`src/hw/rtl/vna_pkg.sv`:
```
// shared types and codes for the vertex normal accumulator
package vna_pkg;

    // item modes
    localparam logic [1:0] MODE_LOAD  = 2'd0;
    localparam logic [1:0] MODE_FACE  = 2'd1;
    localparam logic [1:0] MODE_READ  = 2'd2;
    localparam logic [1:0] MODE_CLEAR = 2'd3;

    // result status codes
    localparam logic [1:0] ST_OK    = 2'd0;
    localparam logic [1:0] ST_RANGE = 2'd1;
    localparam logic [1:0] ST_ZERO  = 2'd2;

    // accumulator and normal widths
    localparam int SUM_W = 28;
    localparam int NRM_W = 16;

    // register index of vertex_count
    localparam logic REG_VERTEX_COUNT = 1'b0;

    typedef struct packed {
        logic        [1:0]  mode;
        logic        [9:0]  vertex_index;
        logic signed [23:0] pos_x;
        logic signed [23:0] pos_y;
        logic signed [23:0] pos_z;
        logic        [9:0]  corner_a;
        logic        [9:0]  corner_b;
        logic        [9:0]  corner_c;
    } t_cmd;

    typedef struct packed {
        logic signed [15:0] normal_x;
        logic signed [15:0] normal_y;
        logic signed [15:0] normal_z;
        logic        [1:0]  status;
    } t_rsp;

    // vector handed to the unit vector engine
    typedef struct packed {
        logic signed [63:0] c0;
        logic signed [63:0] c1;
        logic signed [63:0] c2;
    } t_vec64;

    // status of the unit vector engine
    typedef struct packed {
        logic                     done;
        logic                     zero;
        logic signed [NRM_W-1:0]  ux;
        logic signed [NRM_W-1:0]  uy;
        logic signed [NRM_W-1:0]  uz;
    } t_uv_res;

endpackage

```
`src/hw/rtl/vna_unit.sv`:
```
// iterative unit vector engine: normalize, sum of squares, square root, division
module vna_unit (
    input  logic            i_clk,
    input  logic            i_rst_n,
    input  logic            i_go,
    input  vna_pkg::t_vec64 i_vec,
    output vna_pkg::t_uv_res o_res
);
    import vna_pkg::*;

    typedef enum logic [6:0] {
        U_IDLE = 7'b0000001,
        U_NORM = 7'b0000010,
        U_SQ   = 7'b0000100,
        U_SQRT = 7'b0001000,
        U_DLD  = 7'b0010000,
        U_DIV  = 7'b0100000,
        U_DONE = 7'b1000000
    } t_ustate;

    t_ustate            r_state;
    logic [63:0]        r_m0, r_m1, r_m2;
    logic               r_neg0, r_neg1, r_neg2;
    logic [59:0]        r_prod;
    logic [63:0]        r_s;
    logic [63:0]        r_r;
    logic [63:0]        r_bit;
    logic [1:0]         r_sk;
    logic [1:0]         r_ci;
    logic [3:0]         r_k;
    logic [46:0]        r_rem;
    logic [15:0]        r_q;
    logic signed [15:0] r_u0, r_u1, r_u2;
    logic               r_zero;

    logic [63:0] mx;
    logic [63:0] mg0, mg1, mg2;
    logic [29:0] sq_in;
    logic [63:0] m_sel;
    logic        neg_sel;
    logic [30:0] len;
    logic [63:0] trial;
    logic [46:0] dsh;
    logic        ge;
    logic [15:0] qf;
    logic [15:0] qc;
    logic signed [15:0] uval;

    function automatic logic [63:0] mag64(logic signed [63:0] v);
        return v[63] ? 64'(-v) : 64'(v);
    endfunction

    // magnitudes of the incoming vector
    assign mg0 = mag64(i_vec.c0);
    assign mg1 = mag64(i_vec.c1);
    assign mg2 = mag64(i_vec.c2);

    // largest magnitude for the normalizing shifts
    always_comb begin
        mx = r_m0;
        if (r_m1 > mx) mx = r_m1;
        if (r_m2 > mx) mx = r_m2;
    end

    // component selects for squaring and division
    always_comb begin
        case (r_sk)
            2'd0:    sq_in = r_m0[29:0];
            2'd1:    sq_in = r_m1[29:0];
            2'd2:    sq_in = r_m2[29:0];
            default: sq_in = '0;
        endcase
        case (r_ci)
            2'd0:    begin m_sel = r_m0; neg_sel = r_neg0; end
            2'd1:    begin m_sel = r_m1; neg_sel = r_neg1; end
            default: begin m_sel = r_m2; neg_sel = r_neg2; end
        endcase
    end

    // square root and division step logic
    assign len   = r_r[30:0];
    assign trial = r_r + r_bit;
    assign dsh   = 47'(len) << r_k;
    assign ge    = (r_rem >= dsh);
    assign qf    = {r_q[14:0], ge};
    assign qc    = (qf > 16'd16384) ? 16'd16384 : qf;
    assign uval  = neg_sel ? -$signed(qc) : $signed(qc);

    always_ff @(posedge i_clk) begin
        if (!i_rst_n) begin
            r_state <= U_IDLE;
        end else begin
            case (r_state)
                U_IDLE: begin
                    if (i_go) begin
                        r_m0   <= mg0;
                        r_m1   <= mg1;
                        r_m2   <= mg2;
                        r_neg0 <= i_vec.c0[63];
                        r_neg1 <= i_vec.c1[63];
                        r_neg2 <= i_vec.c2[63];
                        r_zero <= (mg0 == '0) && (mg1 == '0) && (mg2 == '0);
                        if ((mg0 == '0) && (mg1 == '0) && (mg2 == '0)) begin
                            r_state <= U_DONE;
                        end else begin
                            r_state <= U_NORM;
                        end
                    end
                end
                // one bit of shift per cycle until the largest lies in [2^29, 2^30)
                U_NORM: begin
                    if (mx[63:30] != '0) begin
                        r_m0 <= r_m0 >> 1;
                        r_m1 <= r_m1 >> 1;
                        r_m2 <= r_m2 >> 1;
                    end else if (!mx[29]) begin
                        r_m0 <= r_m0 << 1;
                        r_m1 <= r_m1 << 1;
                        r_m2 <= r_m2 << 1;
                    end else begin
                        r_s     <= '0;
                        r_sk    <= '0;
                        r_state <= U_SQ;
                    end
                end
                // one square per cycle, each added in the cycle after
                U_SQ: begin
                    if (r_sk != 2'd3) r_prod <= sq_in * sq_in;
                    if (r_sk != 2'd0) r_s <= r_s + 64'(r_prod);
                    r_sk <= r_sk + 2'd1;
                    if (r_sk == 2'd3) begin
                        r_r     <= '0;
                        r_bit   <= 64'd1 << 62;
                        r_state <= U_SQRT;
                    end
                end
                // bit-pair square root, one result bit per cycle
                U_SQRT: begin
                    if (r_s >= trial) begin
                        r_s <= r_s - trial;
                        r_r <= (r_r >> 1) + r_bit;
                    end else begin
                        r_r <= r_r >> 1;
                    end
                    r_bit <= r_bit >> 2;
                    if (r_bit[0]) begin
                        r_ci    <= '0;
                        r_state <= U_DLD;
                    end
                end
                // rounded numerator for one component
                U_DLD: begin
                    r_rem   <= 47'({m_sel[29:0], 14'b0}) + 47'(len >> 1);
                    r_q     <= '0;
                    r_k     <= 4'd15;
                    r_state <= U_DIV;
                end
                // restoring division, one quotient bit per cycle
                U_DIV: begin
                    if (ge) r_rem <= r_rem - dsh;
                    r_q <= qf;
                    r_k <= r_k - 4'd1;
                    if (r_k == '0) begin
                        case (r_ci)
                            2'd0:    r_u0 <= uval;
                            2'd1:    r_u1 <= uval;
                            default: r_u2 <= uval;
                        endcase
                        if (r_ci == 2'd2) begin
                            r_state <= U_DONE;
                        end else begin
                            r_ci    <= r_ci + 2'd1;
                            r_state <= U_DLD;
                        end
                    end
                end
                U_DONE: begin
                    r_state <= U_IDLE;
                end
                default: begin
                    r_state <= U_IDLE;
                end
            endcase
        end
    end

    assign o_res.done = (r_state == U_DONE);
    assign o_res.zero = r_zero;
    assign o_res.ux   = r_u0;
    assign o_res.uy   = r_u1;
    assign o_res.uz   = r_u2;

endmodule

```
`config.mk`:
```
export PLATFORM = sky130hd
export DESIGN_NAME = vna_unit
export DESIGN_NICKNAME = d
export VERILOG_FILES = /design/src/hw/rtl/vna_pkg.sv /design/src/hw/rtl/vna_unit.sv
export SDC_FILE = /design/constraint.sdc
export NUM_CORES = 2
export LEC_CHECK = 0
export BUFFER_PORTS_ARGS = -buffer_cell sky130_fd_sc_hd__buf_2
export CELL_PAD_IN_SITES_DETAIL_PLACEMENT = 1
export CELL_PAD_IN_SITES_GLOBAL_PLACEMENT = 2
export CORE_UTILIZATION = 42
export DETAILED_ROUTE_END_ITERATION = 8
export GPL_ROUTABILITY_DRIVEN = 0
export PLACE_DENSITY_LB_ADDON = 0.1
export SLEW_MARGIN = 5
export SYNTH_ARGS = -nofsm -noshare
export SYNTH_HDL_FRONTEND = slang
export SYNTH_SLANG_ARGS = --single-unit
```
`constraint.sdc`:
```
create_clock -name i_clk -period 23.2 [get_ports i_clk]
set_clock_uncertainty 0.15 [all_clocks]
set_input_delay 2.32 -clock i_clk [delete_from_list [all_inputs] [get_ports i_clk]]
set_output_delay 2.32 -clock i_clk [all_outputs]
set_load 0.01 [all_outputs]
```
==> impl_metrics.env <==
export IMPL_max_stage_delay_ns=0.65
export IMPL_fin_crit_sh=0.489
export IMPL_regArea_um2=16100
export IMPL_fin_cells=10600
export IMPL_yosysTopAreaCellShare=0.217
export IMPL_rows=153
export IMPL_setup_viol=0
export IMPL_synth_edff_count=533
export IMPL_multi_input_area_um2=52500
export IMPL_fin_ws_ns=11.86
export IMPL_die_h_um=421
export IMPL_cts_sinks=540
export IMPL_yosysSeqAreaShare=0.219
export IMPL_drcViolationCount=0
export IMPL_initial_utilization=0.424
export IMPL_fin_util=0.458
export IMPL_netlist_area_um2=73900
export IMPL_nNetsFinal=9739
export IMPL_num_fill_cells=20200
export IMPL_ir_drop_v=0.000130
export IMPL_synthCells=8154
export IMPL_worst_pin_slew_ns=1.22
export IMPL_grt_overflow=0
export IMPL_ys_async_sr_fraction=0
export IMPL_vias=62400
export IMPL_leakagePower_nw=35.7
export IMPL_run_status="complete, no violations"
export IMPL_syn_area_per_cell_um2=9.06
export IMPL_clock_latency_ns=0.71
export IMPL_p_int_w=0.00303
export IMPL_drive_above_1_share=0.0668
export IMPL_coreArea_um2=174000
export IMPL_cts_setup_buffers=0
export IMPL_root_buffer="clkbuf_16"
export IMPL_critPathKind="reg -> reg"
export IMPL_crit_arrival_ns=11.59
export IMPL_period_minus_slack_ns=11.34
export IMPL_start_kind="flop"
export IMPL_ctsHtreeMaxLevel=3
export IMPL_vias_per_cell=5.90
export IMPL_critPathMostFrequentCell="inv_1"
export IMPL_hold_class="reg -> reg"
export IMPL_dp_hpwl_mm=226
export IMPL_synth_area_top_cells="edfxtp_1, fa_1, ha_1"
export IMPL_port_buffers=244
export IMPL_post_synth_top_count_cell="inv_1"
export IMPL_ys_types=86
export IMPL_pre_cts_ws_ns=11.97
export IMPL_combPwrFrac=0.554
export IMPL_grt_pass1_vias=64900
export IMPL_ys_warn_count=0
export IMPL_postRouteAntennaNets=0
export IMPL_p_switching_w=0.00246
export IMPL_die_w_um=421
export IMPL_cp_slowest_cell="nor2_1"
export IMPL_syn_num_nets=9694
export IMPL_drt_total_wl_mm=280
export IMPL_area_growth_pct=7.99
export IMPL_cp_end_kind="flop"
export IMPL_synth_flop_cell="edfxtp_1"
export IMPL_finalHoldViolations=0
export IMPL_antenna_found_initial=29
export IMPL_grt_pass1_wl_mm=418
export IMPL_clock_power_share=0.210
export IMPL_seqPwrFrac=0.236
export IMPL_synth_common_cells="inv_1, nand2_1, fa_1"
export IMPL_first_iter_violations=4854
export IMPL_grt_setup_unrepaired="no"
export IMPL_grt_use_total=0.311
export IMPL_ctsHoldBuffers=0
export IMPL_pin_count=245
export IMPL_swShare=0.447
export IMPL_maxCapViolCount=0
export IMPL_finalHoldWorstSlack_ns=0.446
export IMPL_slew_violations=0
export IMPL_firstDrtPassIters=6
export IMPL_cts_buffer_depth=3
export IMPL_setup_tns_ns=0
export IMPL_cts_repair_resized=0
export IMPL_tritoncts_num_buffers=72
export IMPL_grt_max_degree=186
export IMPL_synth_top_area_cell="edfxtp_1"
export IMPL_worstPathMaxFanout=30
export IMPL_detail_route_wl_per_cell_um=26.4
export IMPL_cts_clk_slew_worst_paths_ns=0.06
export IMPL_synth_seq_cells=540
export IMPL_cts_tree="done"
export IMPL_dieArea_um2=178000
export IMPL_relSlewSlack=0.185
export IMPL_timing_fmax_mhz=88.2
export IMPL_post_place_cells=10500
export IMPL_cp_required_ns=23.45
export IMPL_power_density_nw_per_um2=68.8
through the flow:
stage | area [um^2] | power, W
6_report | 79800 | 0.00549
5_1_grt | 79800 | 0.00582
4_1_cts | 79700 | 0.00549
3_5_place_dp | 77400 | 0.00431
3_3_place_gp | 77400 | 0.00425
2_1_floorplan | 73900 | 0.00322
state kept, by name (all words and copies together), names as in the netlist, 4 cells and up:
name,count
r_m2,64
r_q,15
r_r,64
r_u0,16
r_state,7
r_m0,64
r_bit,32
r_u1,16
r_s,64
r_rem,47
r_m1,64
r_k,4
r_prod,59
r_u2,16
power groups by stage:
stage          clock [W]  combinational (W)  sequential, W
2_1_floorplan          0            0.00193        0.00129
3_3_place_gp           0            0.00294        0.00131
3_5_place_dp           0            0.00300        0.00131
4_1_cts          0.00118            0.00303        0.00129
5_1_grt          0.00120            0.00333        0.00129
6_report         0.00115            0.00304        0.00129
path summary, 6_finish.rpt:
path,startpoint,slack (ns),end,cells past startpoint
worst max-delay path,r_sk[1],11.86,r_prod[59],38
worst min-delay path,r_bit[60],0.45,r_bit[58],1
worst max register to register,r_sk[1],11.86,r_prod[59],38
worst min register to register,r_bit[60],0.45,r_bit[58],1
logic make-up (layout without fill, tap and decap cells):
kind of cell,count (synthesis),count (layout),synth area share
buffers and inverters,1413,1513,0.0721
adders and majority gates,1345,1345,0.299
muxes,403,403,0.0585
xor gates and xnor gates,560,560,0.0664
other,0,12,0
and+or+nand+nor,2256,2256,0.144
DFF,540,540,0.219
AOI/OAI and AO/OA,1637,1637,0.142
per-layer routing:
layer	GRT usage	routed length (um)	vias up
met3	0.0458	18600	388
met4	0.104	10000	10
met5	0	76	-
li1	-	-	28300
met2	0.491	125000	1892
met1	0.435	126000	31900
area by class of cell:
cell class,count,area share
sequential,540,0.202
multi-input combinational,6201,0.658
clock buffer,85,0.0232
tap,2325,0.0365
timing repair buffer,322,0.0231
antenna,12,0.000376
inverter,1062,0.0500
clock inverter,44,0.00609
worst max-delay path, delay by kind of cell (launching register included):
| kind | cells | cell delay (ns) |
|---|---|---|
| XOR/XNOR | 1 | 0.11 |
| AO/OA/AOI/OAI | 12 | 2.98 |
| adder cells (fa/ha/maj) | 10 | 4.45 |
| flip-flops | 1 | 0.43 |
| buffers and inverters | 12 | 1.64 |
| AND/OR/NAND/NOR | 3 | 1.24 |
layout by cell type (no fill, tap or decap), types with 75 or more instances in the layout:
master,n
nor2_1,643
nand4_1,109
nand3_1,109
nor2b_1,79
fa_1,700
and2_1,84
inv_1,1054
nand2_1,730
nor3_1,91
mux2i_1,361
o21ai_0,317
xnor2_1,281
edfxtp_1,533
a21o_1,220
buf_2,244
nor4_1,82
a31oi_1,90
a21oi_1,448
xor2_1,279
ha_1,645
buf_4,75
o31ai_1,81
Note: power is estimated with default switching activity, not from simulation.
